===== config.mk =====
export PLATFORM = sky130hd
export DESIGN_NAME = nsd_ctrl
export DESIGN_NICKNAME = d
export VERILOG_FILES = /design/src/design/nsd_pkg.sv /design/src/design/nsd_ctrl.sv
export SDC_FILE = /design/constraint.sdc
export NUM_CORES = 1
export LEC_CHECK = 0
export BUFFER_PORTS_ARGS = -buffer_cell sky130_fd_sc_hd__clkbuf_2
export CAP_MARGIN = 15
export CORE_MARGIN = 2
export CORE_UTILIZATION = 40
export CTS_BUF_LIST = sky130_fd_sc_hd__clkbuf_8 sky130_fd_sc_hd__clkbuf_16
export CTS_CLUSTER_SIZE = 24
export DETAILED_ROUTE_END_ITERATION = 12
export PLACE_DENSITY = 0.74
export SLEW_MARGIN = 5
export SYNTH_ARGS = -nofsm -noshare
export SYNTH_HDL_FRONTEND = slang
export SYNTH_SLANG_ARGS = --single-unit
export TNS_END_PERCENT = 1

===== constraint.sdc =====
create_clock -name clk -period 1.71 [get_ports clk]
set_input_delay 0.171 -clock clk [delete_from_list [all_inputs] [get_ports clk]]
set_output_delay 0.171 -clock clk [all_outputs]
set_load 0.02 [all_outputs]

===== src/design/nsd_pkg.sv =====
package nsd_pkg;

  localparam int NSD_COUNTER_WIDTH = 32;
  localparam int NUM_CNT = 256;
  localparam int IDX_W = 8;
  localparam int CNT_W = 32;
  // threshold is (8*count - 28) / 256
  localparam int THR_W = CNT_W + 3 - 8;
  localparam int WORD_W = 64;
  localparam int SALTS = 8;

  typedef enum logic [1:0] {
    KIND_DATA  = 2'd0,
    KIND_FINAL = 2'd1,
    KIND_CLEAR = 2'd2
  } nsd_kind_t;

  typedef struct packed {
    logic             latch_byte;
    logic             rd_incr;
    logic [2:0]       salt;
    logic             commit;
    logic             latch_thr;
    logic             rd_scan;
    logic [IDX_W-1:0] scan_addr;
    logic             clear;
  } nsd_cmd_t;

  typedef struct packed {
    logic [3:0] num_salts;
  } nsd_status_t;

  localparam logic [7:0] PERM [256] = '{
    8'h02, 8'hD6, 8'h9E, 8'h6F, 8'hF9, 8'h1D, 8'h04, 8'hAB, 8'hD0, 8'h22, 8'h16, 8'h1F,
    8'hD8, 8'h73, 8'hA1, 8'hAC, 8'h3B, 8'h70, 8'h62, 8'h96, 8'h1E, 8'h6E, 8'h8F, 8'h39,
    8'h9D, 8'h05, 8'h14, 8'h4A, 8'hA6, 8'hBE, 8'hAE, 8'h0E, 8'hCF, 8'hB9, 8'h9C, 8'h9A,
    8'hC7, 8'h68, 8'h13, 8'hE1, 8'h2D, 8'hA4, 8'hEB, 8'h51, 8'h8D, 8'h64, 8'h6B, 8'h50,
    8'h23, 8'h80, 8'h03, 8'h41, 8'hEC, 8'hBB, 8'h71, 8'hCC, 8'h7A, 8'h86, 8'h7F, 8'h98,
    8'hF2, 8'h36, 8'h5E, 8'hEE, 8'h8E, 8'hCE, 8'h4F, 8'hB8, 8'h32, 8'hB6, 8'h5F, 8'h59,
    8'hDC, 8'h1B, 8'h31, 8'h4C, 8'h7B, 8'hF0, 8'h63, 8'h01, 8'h6C, 8'hBA, 8'h07, 8'hE8,
    8'h12, 8'h77, 8'h49, 8'h3C, 8'hDA, 8'h46, 8'hFE, 8'h2F, 8'h79, 8'h1C, 8'h9B, 8'h30,
    8'hE3, 8'h00, 8'h06, 8'h7E, 8'h2E, 8'h0F, 8'h38, 8'h33, 8'h21, 8'hAD, 8'hA5, 8'h54,
    8'hCA, 8'hA7, 8'h29, 8'hFC, 8'h5A, 8'h47, 8'h69, 8'h7D, 8'hC5, 8'h95, 8'hB5, 8'hF4,
    8'h0B, 8'h90, 8'hA3, 8'h81, 8'h6D, 8'h25, 8'h55, 8'h35, 8'hF5, 8'h75, 8'h74, 8'h0A,
    8'h26, 8'hBF, 8'h19, 8'h5C, 8'h1A, 8'hC6, 8'hFF, 8'h99, 8'h5D, 8'h84, 8'hAA, 8'h66,
    8'h3E, 8'hAF, 8'h78, 8'hB3, 8'h20, 8'h43, 8'hC1, 8'hED, 8'h24, 8'hEA, 8'hE6, 8'h3F,
    8'h18, 8'hF3, 8'hA0, 8'h42, 8'h57, 8'h08, 8'h53, 8'h60, 8'hC3, 8'hC0, 8'h83, 8'h40,
    8'h82, 8'hD7, 8'h09, 8'hBD, 8'h44, 8'h2A, 8'h67, 8'hA8, 8'h93, 8'hE0, 8'hC2, 8'h56,
    8'h9F, 8'hD9, 8'hDD, 8'h85, 8'h15, 8'hB4, 8'h8A, 8'h27, 8'h28, 8'h92, 8'h76, 8'hDE,
    8'hEF, 8'hF8, 8'hB2, 8'hB7, 8'hC9, 8'h3D, 8'h45, 8'h94, 8'h4B, 8'h11, 8'h0D, 8'h65,
    8'hD5, 8'h34, 8'h8B, 8'h91, 8'h0C, 8'hFA, 8'h87, 8'hE9, 8'h7C, 8'h5B, 8'hB1, 8'h4D,
    8'hE5, 8'hD4, 8'hCB, 8'h10, 8'hA2, 8'h17, 8'h89, 8'hBC, 8'hDB, 8'hB0, 8'hE2, 8'h97,
    8'h88, 8'h52, 8'hF7, 8'h48, 8'hD3, 8'h61, 8'h2C, 8'h3A, 8'h2B, 8'hD1, 8'h8C, 8'hFB,
    8'hF1, 8'hCD, 8'hE4, 8'h6A, 8'hE7, 8'hA9, 8'hFD, 8'hC4, 8'h37, 8'hC8, 8'hD2, 8'hF6,
    8'hDF, 8'h58, 8'h72, 8'h4E
  };

  // trigram index of bytes x, y, z under salt s
  function automatic logic [7:0] nsd_mix(input logic [7:0] x, input logic [7:0] y,
                                         input logic [7:0] z, input logic [2:0] s);
    logic [7:0]  p;
    logic [11:0] qw;
    logic [7:0]  r;
    p  = PERM[x + {5'd0, s}];
    qw = PERM[y] * {s, 1'b1};
    r  = PERM[z ^ PERM[{5'd0, s}]];
    return (p ^ qw[7:0]) + r;
  endfunction

endpackage


===== src/design/nsd_ctrl.sv =====
module nsd_ctrl import nsd_pkg::*; (
  input  logic        clk,
  input  logic        rst_n,
  input  logic        start,
  input  logic [1:0]  in_kind,
  input  nsd_status_t status,
  output logic        busy,
  output nsd_cmd_t    cmd
);

  typedef enum logic [1:0] {
    ST_IDLE,
    ST_BYTE,
    ST_FIN
  } state_t;

  state_t           state_r;
  logic [3:0]       salt_r;
  logic [IDX_W-1:0] scan_r;
  logic             accept;
  logic             more_salts;

  assign accept     = start && (state_r == ST_IDLE);
  assign busy       = (state_r != ST_IDLE);
  assign more_salts = (salt_r < status.num_salts);

  always_comb begin
    cmd            = '0;
    cmd.latch_byte = accept && (in_kind == KIND_DATA);
    cmd.latch_thr  = accept && (in_kind == KIND_FINAL);
    cmd.clear      = accept && (in_kind == KIND_CLEAR);
    cmd.salt       = salt_r[2:0];
    cmd.scan_addr  = scan_r;
    cmd.rd_incr    = (state_r == ST_BYTE) && more_salts;
    cmd.commit     = (state_r == ST_BYTE) && !more_salts;
    cmd.rd_scan    = (state_r == ST_FIN);
  end

  always_ff @(posedge clk) begin
    if (!rst_n) begin
      state_r <= ST_IDLE;
      salt_r  <= '0;
      scan_r  <= '0;
    end else begin
      unique case (state_r)
        ST_IDLE: begin
          salt_r <= '0;
          scan_r <= '0;
          if (accept && (in_kind == KIND_DATA)) begin
            state_r <= ST_BYTE;
          end else if (accept && (in_kind == KIND_FINAL)) begin
            state_r <= ST_FIN;
          end
        end
        ST_BYTE: begin
          if (more_salts) begin
            salt_r <= salt_r + 4'd1;
          end else begin
            state_r <= ST_IDLE;
          end
        end
        ST_FIN: begin
          scan_r <= scan_r + 1'b1;
          if (&scan_r) begin
            state_r <= ST_IDLE;
          end
        end
        default: state_r <= ST_IDLE;
      endcase
    end
  end

endmodule


Word-level counts from Yosys, hierarchy flattened
Index checks and enable logic that the tools add are counted.
Word-level totals
  register bits: 14
  input port bits: 9
  output and inout bits: 18
Operators by class
  $add $sub $neg: 2
  order comparisons: 1
  eq/ne operators: 8
  mux-type cells: 8
  reductions and logical operators: 15
Operators with widths (count)
  case mux 8 bit (2 select lines): 1
  adder 8 x 1 -> 8 bit (second input constant): 1
  2-to-1 mux 2 bit: 4
  case mux 4 bit (2 select lines): 1
  AND reduction 8 bit: 1
  logical AND 1 bit: 6
  case mux 2 bit (3 select lines): 1
  nonzero test 2 bit: 3
  adder 4 x 1 -> 4 bit (second input constant): 1
  == test 2 x 1 -> 1 bit (second input constant): 2
  == test 2 bit (second input constant): 2
  zero test 2 bit: 2
  < comparator 4 bit: 1
  2-to-1 mux 4 bit: 1
  != test 2 bit (second input constant): 2
  != test 3 bit (second input constant): 1
  AND reduction 3 bit: 1
  != test 2 x 1 -> 1 bit (second input constant): 1
  AND reduction 2 bit: 1
  zero test 1 bit: 1

Longest topological paths before layout
Gate-level depths: netlist (run 1).
  depth in word-level cells: 6
  depth in mapped cells: 6
  depth with buffers taken out: 6

Worst setup path after synthesis (run 1)
Ideal clock, no wire load.
  path kind: reg-to-reg
  start: register state_r[1]
  end: register state_r[0]
  library setup time: 0.060 ns
  arrival: 1.571 ns
  path slack: 0.079 ns
  cell stages (with the launch flop): 4
  path buffers: 0
  cell sequence: dfxtp_1 or3b_2 nor3_1 o211a_1
RTL lines
  start: declaration: line nsd_ctrl.sv:17  | state_t state_r;
  start signal: assignment: line nsd_ctrl.sv:41  | state_r <= ST_IDLE;
  start signal: assignment: line nsd_ctrl.sv:50  | state_r <= ST_BYTE;
  start signal: assignment: line nsd_ctrl.sv:52  | state_r <= ST_FIN;

==> summary.txt, run 1 <==
Outcome
  • Status: finished, violations left
  • Failing checks: setup timing

Yosys
  • YS warnings: 0
  • Area share of the largest cell type after synthesis: 0.339
  • Synth top area cells: dfxtp_1 (34%), ha_1 (7.6%), mux2i_1 (4.8%)
  • Synthesized Nets: 109
  • Area leader, netlist: dfxtp_1
  • Register area share after synthesis: 0.339
  • Synth cell types: 36
  • Mapped Area: 827 sq um
  • Avg Synthesized Cell Area: 8.71 sq um
  • Flip-flop and latch count after synthesis: 14
  • Gate Count Post-Synth: 95

Timing
  • Worst slew pin tran: around 320 ps
  • Hold Violations, Final: 0
  • Hold_ws: about 230 ps
  • Slew HR: 0.782
  • # setup viols final: 1
  • RSZ-0062 raised after global routing: true
  • Fin crit period: between 1500 and 2000 ps
  • Final Max Slew Viols: 0
  • Final WS setup: -9.90 ps
  • FMAX: around 580 MHz
  • Clock skew: around 2.0 ps
  • Period utilization: 1.01

Die
  • Row count: 16
  • Core footprint: approximately 2000 sq um
  • IO Count: 27
  • Chip Width: about 49 um
  • Die H: 49.5 um
  • Die footprint: 2450 sq um
  • Initial core utilization: 0.422

Place
  • Placer Congestion: about 0.8
  • Number of port buffers: 26
  • Final HPWL DP: 1320 um
  • Pre-CTS WS: 114 ps
  • Placed cell count: 146
  • Cell Area, Placed: 987 sq um

Layout
  • Layout cells sized above 1: 0.391
  • Area grow syn2layout: 35.7%
  • Filler cells: about 190
  • Most common cell after layout, fill and taps aside: clkbuf_2
  • Antenna diodes: 0
  • Commonest cells after routing, fill and taps aside: clkbuf_2 (24), dfxtp_1 (13), buf_4 (9)
  • Nets: 143
  • Post-route insts no fill: between 150 and 200
  • Final Cell Area: 1120 sq um

GRT
  • Global route overflow: 0
  • First-pass GRT wire length: 3070 um
  • Overall global routing resource usage: 0.161
  • Pin count of the biggest net entering global routing: 16
  • Initial antenna violation count: 0
  • Number of global-route vias before repair: 685

Clock tree
  • Clk buf depth: 2
  • H-tree depth: 1
  • Clk sinks: 14
  • Clk pin slew, worst setup/hold paths: 60 ps
  • CTS Root Cell: clkbuf_8
  • CTS tree: yes
  • CTS buffer count: 3
  • Latest clock arrival within the worst-skew pair: roughly 240 ps

Power
  • Sw power: 0.182 mW
  • Sequential share of power: 0.439
  • P_leak: 0.513 nW
  • Int Pwr: 0.581 mW
  • Clock network power share: 0.425
  • Maximum vdd drop: about 0.00035 V
  • Pwr Density: slightly below 700 nW/um^2
  • Power share of the combinational group: 0.136
  • Switching share of power: 0.239
  • Total power: 0.763 mW

Critical path
  • Crit-path max cell delay: between 400 and 500 ps
  • Critical path class: flop to output pin
  • CP arrival: roughly 1600 ps
  • CP Launch Type: flop
  • Crit end category: output pin
  • Worst path slowest cell: a2111o_1
  • CP Data Required Time: 1540 ps
  • CP top delay family: compound AO/OA/AOI/OAI gates
  • CP bufs+invs: 1
  • RR Startpoint: salt_r[1]$_SDFFE_PN0P_
  • Critical path cell sequence: ha_4 -> a2111o_1 -> a21oi_4 -> buf_8
  • Worst R2R Setup Slack: ~20 ps
  • Crit path from: salt_r[1]$_SDFFE_PN0P_
  • Crit path max fanout: 4

Drt
  • DR pass1 iterations: 4
  • Routed len/inst: 11.5 um
  • Via/cell ratio: 4.82
  • DRC: 0
  • Routed WL: 1780 um
  • Final ANT Viol Nets: 0
  • Initial drt markers: 6
  • Vias: about 750

Min path
  • Hold_sp: in_kind[0]
  • Hold WC Path Type: primary input to flop

Run
  • Max Cap Viol: 0
worst paths after layout:
kind | end | cells after the start
max | cmd[15] | 4
min | state_r[1]$_SDFFE_PN0P_ | 3
max reg2reg | salt_r[1]$_SDFFE_PN0P_ | 6
min reg2reg | scan_r[5]$_SDFFE_PN0P_ | 2
layout make-up:
cell class              instances  area, sq um  share of cell area
inverters                       5         18.8              0.0167
repair buffers                 35          214               0.191
flip-flops and latches         14          282               0.251
well taps                      27         33.8              0.0301
clock buffers                   4         55.1              0.0491
multi-input cells              70          519               0.463
sequential cells by signal, summed over array words and instances, names as in the netlist:
signal,count
salt_r,4
scan_r,8
state_r,2
metrics by stage:
step                utilization  setup TNS (ps)
floorplan                     -               0
global placement          0.503               0
detailed placement        0.503               0
CTS                       0.550            -144
global route              0.572            -158
finish                    0.572           -9.90
timing repair:
item | 4_1_cts | 5_1_grt
pin swaps | 2 | 3
hold buffers | 0 | 0
buffers inserted | 2 | 3
gates resized for setup | 4 | 8
endpoints found under the setup margin | 2 | 5
routing by layer:
layer,vias to the layer above,global-route usage,part of all wire
met3,4,0.00909,0.035
met2,17,0.277,0.48
met4,0,0.0972,0.022
met5,-,0,0
met1,332,0.197,0.46
li1,394,-,-
cells by family after synthesis:
logic type,Yosys count,synth area share
flops,14,0.339
simple gates,42,0.280
compound gates,15,0.151
xor+xnor,4,0.0424
mux,4,0.0484
buf+inv,11,0.0635
fa+ha+maj,5,0.0756
Yosys cell counts:
cell type  instances
or3_1              1
nand3b_1           1
a21oi_1            2
inv_1              5
a22oi_1            1
xor2_1             2
o31ai_1            1
dfxtp_1           14
a31o_1             1
nor4_1             1
xnor2_1            2
a211o_1            1
or4_1              1
a32o_1             1
a21oi_4            1
or2_2              2
or3b_2             1
nand4b_1           1
and3_1             2
o211a_1            1
a211oi_2           1
nand2b_1           3
nor2_1             6
nor2b_1            4
nor3b_1            1
o21ai_0            3
nand2_1            9
ha_1               5
mux2i_1            4
nor3_1             2
clkbuf_1           3
buf_4              3
a2111o_1           1
nand3_1            6
a21boi_0           1
nand2b_4           1
power groups by stage:
stage | clock (mW) | sequential [mW] | combinational (mW)
after floorplan | 0 | 0.343 | 0.0581
final | 0.324 | 0.335 | 0.104
after CTS | 0.327 | 0.335 | 0.0954
after global placement | 0 | 0.342 | 0.0861
after global routing | 0.340 | 0.336 | 0.114
after detailed placement | 0 | 0.342 | 0.0890
worst register-to-register path: stages, from the launching register on:
cell and delay, ps:
dfxtp_2 340, ha_4 190, a2111o_1 450, a21oi_4 190, buf_4 130, buf_4 120
mux2i_1 190
Power figures use the tool's default switching activity.
==> run 2, diff against run 1 <==
==> constraint.sdc (replaced) <==
create_clock -name clk -period 1.71 [get_ports clk]
set_input_delay 0.342 -clock clk [delete_from_list [all_inputs] [get_ports clk]]
set_output_delay 0.342 -clock clk [all_outputs]
set_load 0.02 [all_outputs]
==> run 2 against run 1 <==
  * The flow still finishes with violations (setup timing)
  * Sequential power barely moved
  * First-iteration DRC count rose to 2.5 times the previous value
  * Sequential cell count stayed put
  * Non-clock buffer count shrank 1
  * Worst hold slack gained 200 ps
==> summary.txt, run 2 (synthesized netlist as in run 1, its figures left out) <==
Critical path
  • CP arrival: 1590 ps (+40 ps)
  • CP Data Required Time: 1370 ps (-170 ps)
  • Crit path max fanout: 4 (unchanged)
  • Critical path cell sequence: ha_4 -> a2111o_1 -> nand2_1 -> nor2_1 -> buf_4
  • Critical path class: flop to output pin
  • CP Launch Type: flop
  • Crit-path max cell delay: 490 ps (+40 ps)
  • Crit end category: output pin
  • Worst path slowest cell: a2111o_1

Clock tree
  • Latest clock arrival within the worst-skew pair: 240 ps (about the same)
  • H-tree depth: 1 (unchanged)
  • Hold_buf cts: 0 (unchanged)
  • CTS tree: yes
  • # Post-CTS Setup Buffers: 0 (-2)
  • CTS Root Cell: clkbuf_8
  • Clk sinks: 14 (unchanged)
  • Clk pin slew, worst setup/hold paths: 60 ps (about the same)
  • CTS buffer count: 3 (unchanged)
  • Clk buf depth: 2 (unchanged)

GRT
  • Initial antenna violation count: 0 (unchanged)
  • Overall global routing resource usage: 0.153 (-0.00799)
  • Number of global-route vias before repair: 690 (+0.73%)
  • Global route overflow: 0 (unchanged)
  • First-pass GRT wire length: 2860 um (-6.7%)
  • Pin count of the biggest net entering global routing: 16 (unchanged)

Outcome
  • Failing checks: setup timing
  • Status: finished, violations left

Timing
  • Slew HR: 0.802 (+0.0206)
  • Setup TNS: -446 ps (-436 ps)
  • RSZ-0062 raised after global routing: true
  • Fin crit period: 1930 ps (+214 ps)
  • # setup viols final: 2 (+1)
  • Period utilization: 1.13 (+0.125)
  • Final WS setup: -224 ps (-214 ps)
  • FMAX: 517 MHz (-11%)
  • Hold_ws: 427 ps (+201 ps)
  • Clock skew: 0.657 ps (-1.30 ps)
  • Final Max Slew Viols: 0 (unchanged)
  • Hold Violations, Final: 0 (unchanged)
  • Worst slew pin tran: 296 ps (-28.8 ps)

Layout
  • Commonest cells after routing, fill and taps aside: clkbuf_2 (22), dfxtp_1 (13), buf_4 (10)
  • Nets: 142 (-0.70%)
  • Number of flip-flops in the largest register: 8 (unchanged)
  • Filler cells: 187 (-3.1%)
  • Post-route insts no fill: 154 (-0.65%)
  • Final Cell Area: 1120 sq um (-0.11%)
  • Layout cells sized above 1: 0.394 (+0.00308)
  • Antenna diodes: 0 (unchanged)
  • Area grow syn2layout: 35.6%
  • Top flop regs: scan_r x8, salt_r x4, state_r x2
  • Final Core Density: 0.571 (-0.000637)
  • Most common cell after layout, fill and taps aside: clkbuf_2
  • Most flops, register: scan_r

Run
  • Max Cap Viol: 0 (unchanged)

Die
  • Chip Width: 49.5 um (unchanged)
  • Row count: 16 (unchanged)
  • IO Count: 27 (unchanged)
  • Initial core utilization: 0.422 (unchanged)
  • Die footprint: 2450 sq um (unchanged)
  • Die H: 49.5 um (unchanged)
  • Core footprint: 1960 sq um (unchanged)

Drt
  • DR pass1 iterations: 4 (unchanged)
  • Final ANT Viol Nets: 0 (unchanged)
  • Routed WL: 1760 um (-1.1%)
  • Via/cell ratio: 5.10 (+5.9%)
  • Vias: 786 (+5.2%)
  • DRC: 0 (unchanged)
  • Initial drt markers: 15 (+9)
  • Routed len/inst: 11.4 um (-0.48%)

Place
  • Number of port buffers: 26 (unchanged)
  • Placer Congestion: 0.797 (about the same)
  • Final HPWL DP: 1280 um (-3.5%)
  • Cell Area, Placed: 1020 sq um (+3.0%)
  • Placed cell count: 150 (+2.7%)
  • Pre-CTS WS: -130 ps (-244 ps)

Power
  • Pwr Density: 679 nW/um^2 (about the same)
  • Total power: 0.762 mW (-0.18%)
  • Sequential share of power: 0.438 (about the same)
  • P_leak: 0.508 nW (-0.98%)
  • Switching share of power: 0.236 (-0.00266)
  • Power share of the combinational group: 0.139 (+0.003)
  • Int Pwr: 0.582 mW (+0.17%)
  • Clock network power share: 0.423 (-0.002)
  • Sw power: 0.180 mW (-1.3%)
  • Maximum vdd drop: 0.000559 V (+62%)

Min path
  • Hold WC Path Type: primary input to flop
==> run 2: power groups by stage <==
stage	combinational (mW)	clock (mW)	sequential [mW]
2_1_floorplan	0.0581	0	0.343
3_3_place_gp	0.0943	0	0.341
3_5_place_dp	0.0959	0	0.341
4_1_cts	0.102	0.334	0.333
5_1_grt	0.116	0.342	0.334
6_report	0.106	0.322	0.334
==> run 2: repair_timing <==
action                                  4_1_cts  5_1_grt
pin swaps                                     0        4
endpoints found under the setup margin        5        5
gates resized for setup                       6       10
==> run 2: layout make-up <==
cell class	count	area, sq um	share of cell area
clock buffers	4	55.1	0.0491
inverters	5	18.8	0.0167
multi-input cells	70	522	0.465
flip-flops and latches	14	282	0.251
well taps	27	33.8	0.0301
repair buffers	34	210	0.187
==> run 2: per-layer routing <==
metal  part of all wire  routed length [um]  GRT usage  up-vias
met3              0.055                  97     0.0273        2
li1                   -                   -          -      398
met1               0.42                 732      0.153      357
met4              0.013                  23     0.0972        0
met2               0.52                 909      0.288       29
met5                  0                   0          0        -
==> run 2: critical path: cells and delay by family, from the launching register on <==
kind	cells	cell delay, ps
AO/OA/AOI/OAI	1	490
buffers and inverters	1	160
flip-flops	1	350
adder cells (fa/ha/maj)	1	190
AND/OR/NAND/NOR	2	170
==> run 2: path summary, 6_finish.rpt <==
check        slack [ps]  cells after the start                       to                    from
max reg2reg          70                      5   salt_r[2]$_SDFFE_PN0P_  salt_r[1]$_SDFFE_PN0P_
max                -220                      5                  cmd[11]  salt_r[1]$_SDFFE_PN0P_
min reg2reg         530                      2   scan_r[5]$_SDFFE_PN0P_  scan_r[5]$_SDFFE_PN0P_
min                 430                      3  state_r[1]$_SDFFE_PN0P_              in_kind[0]
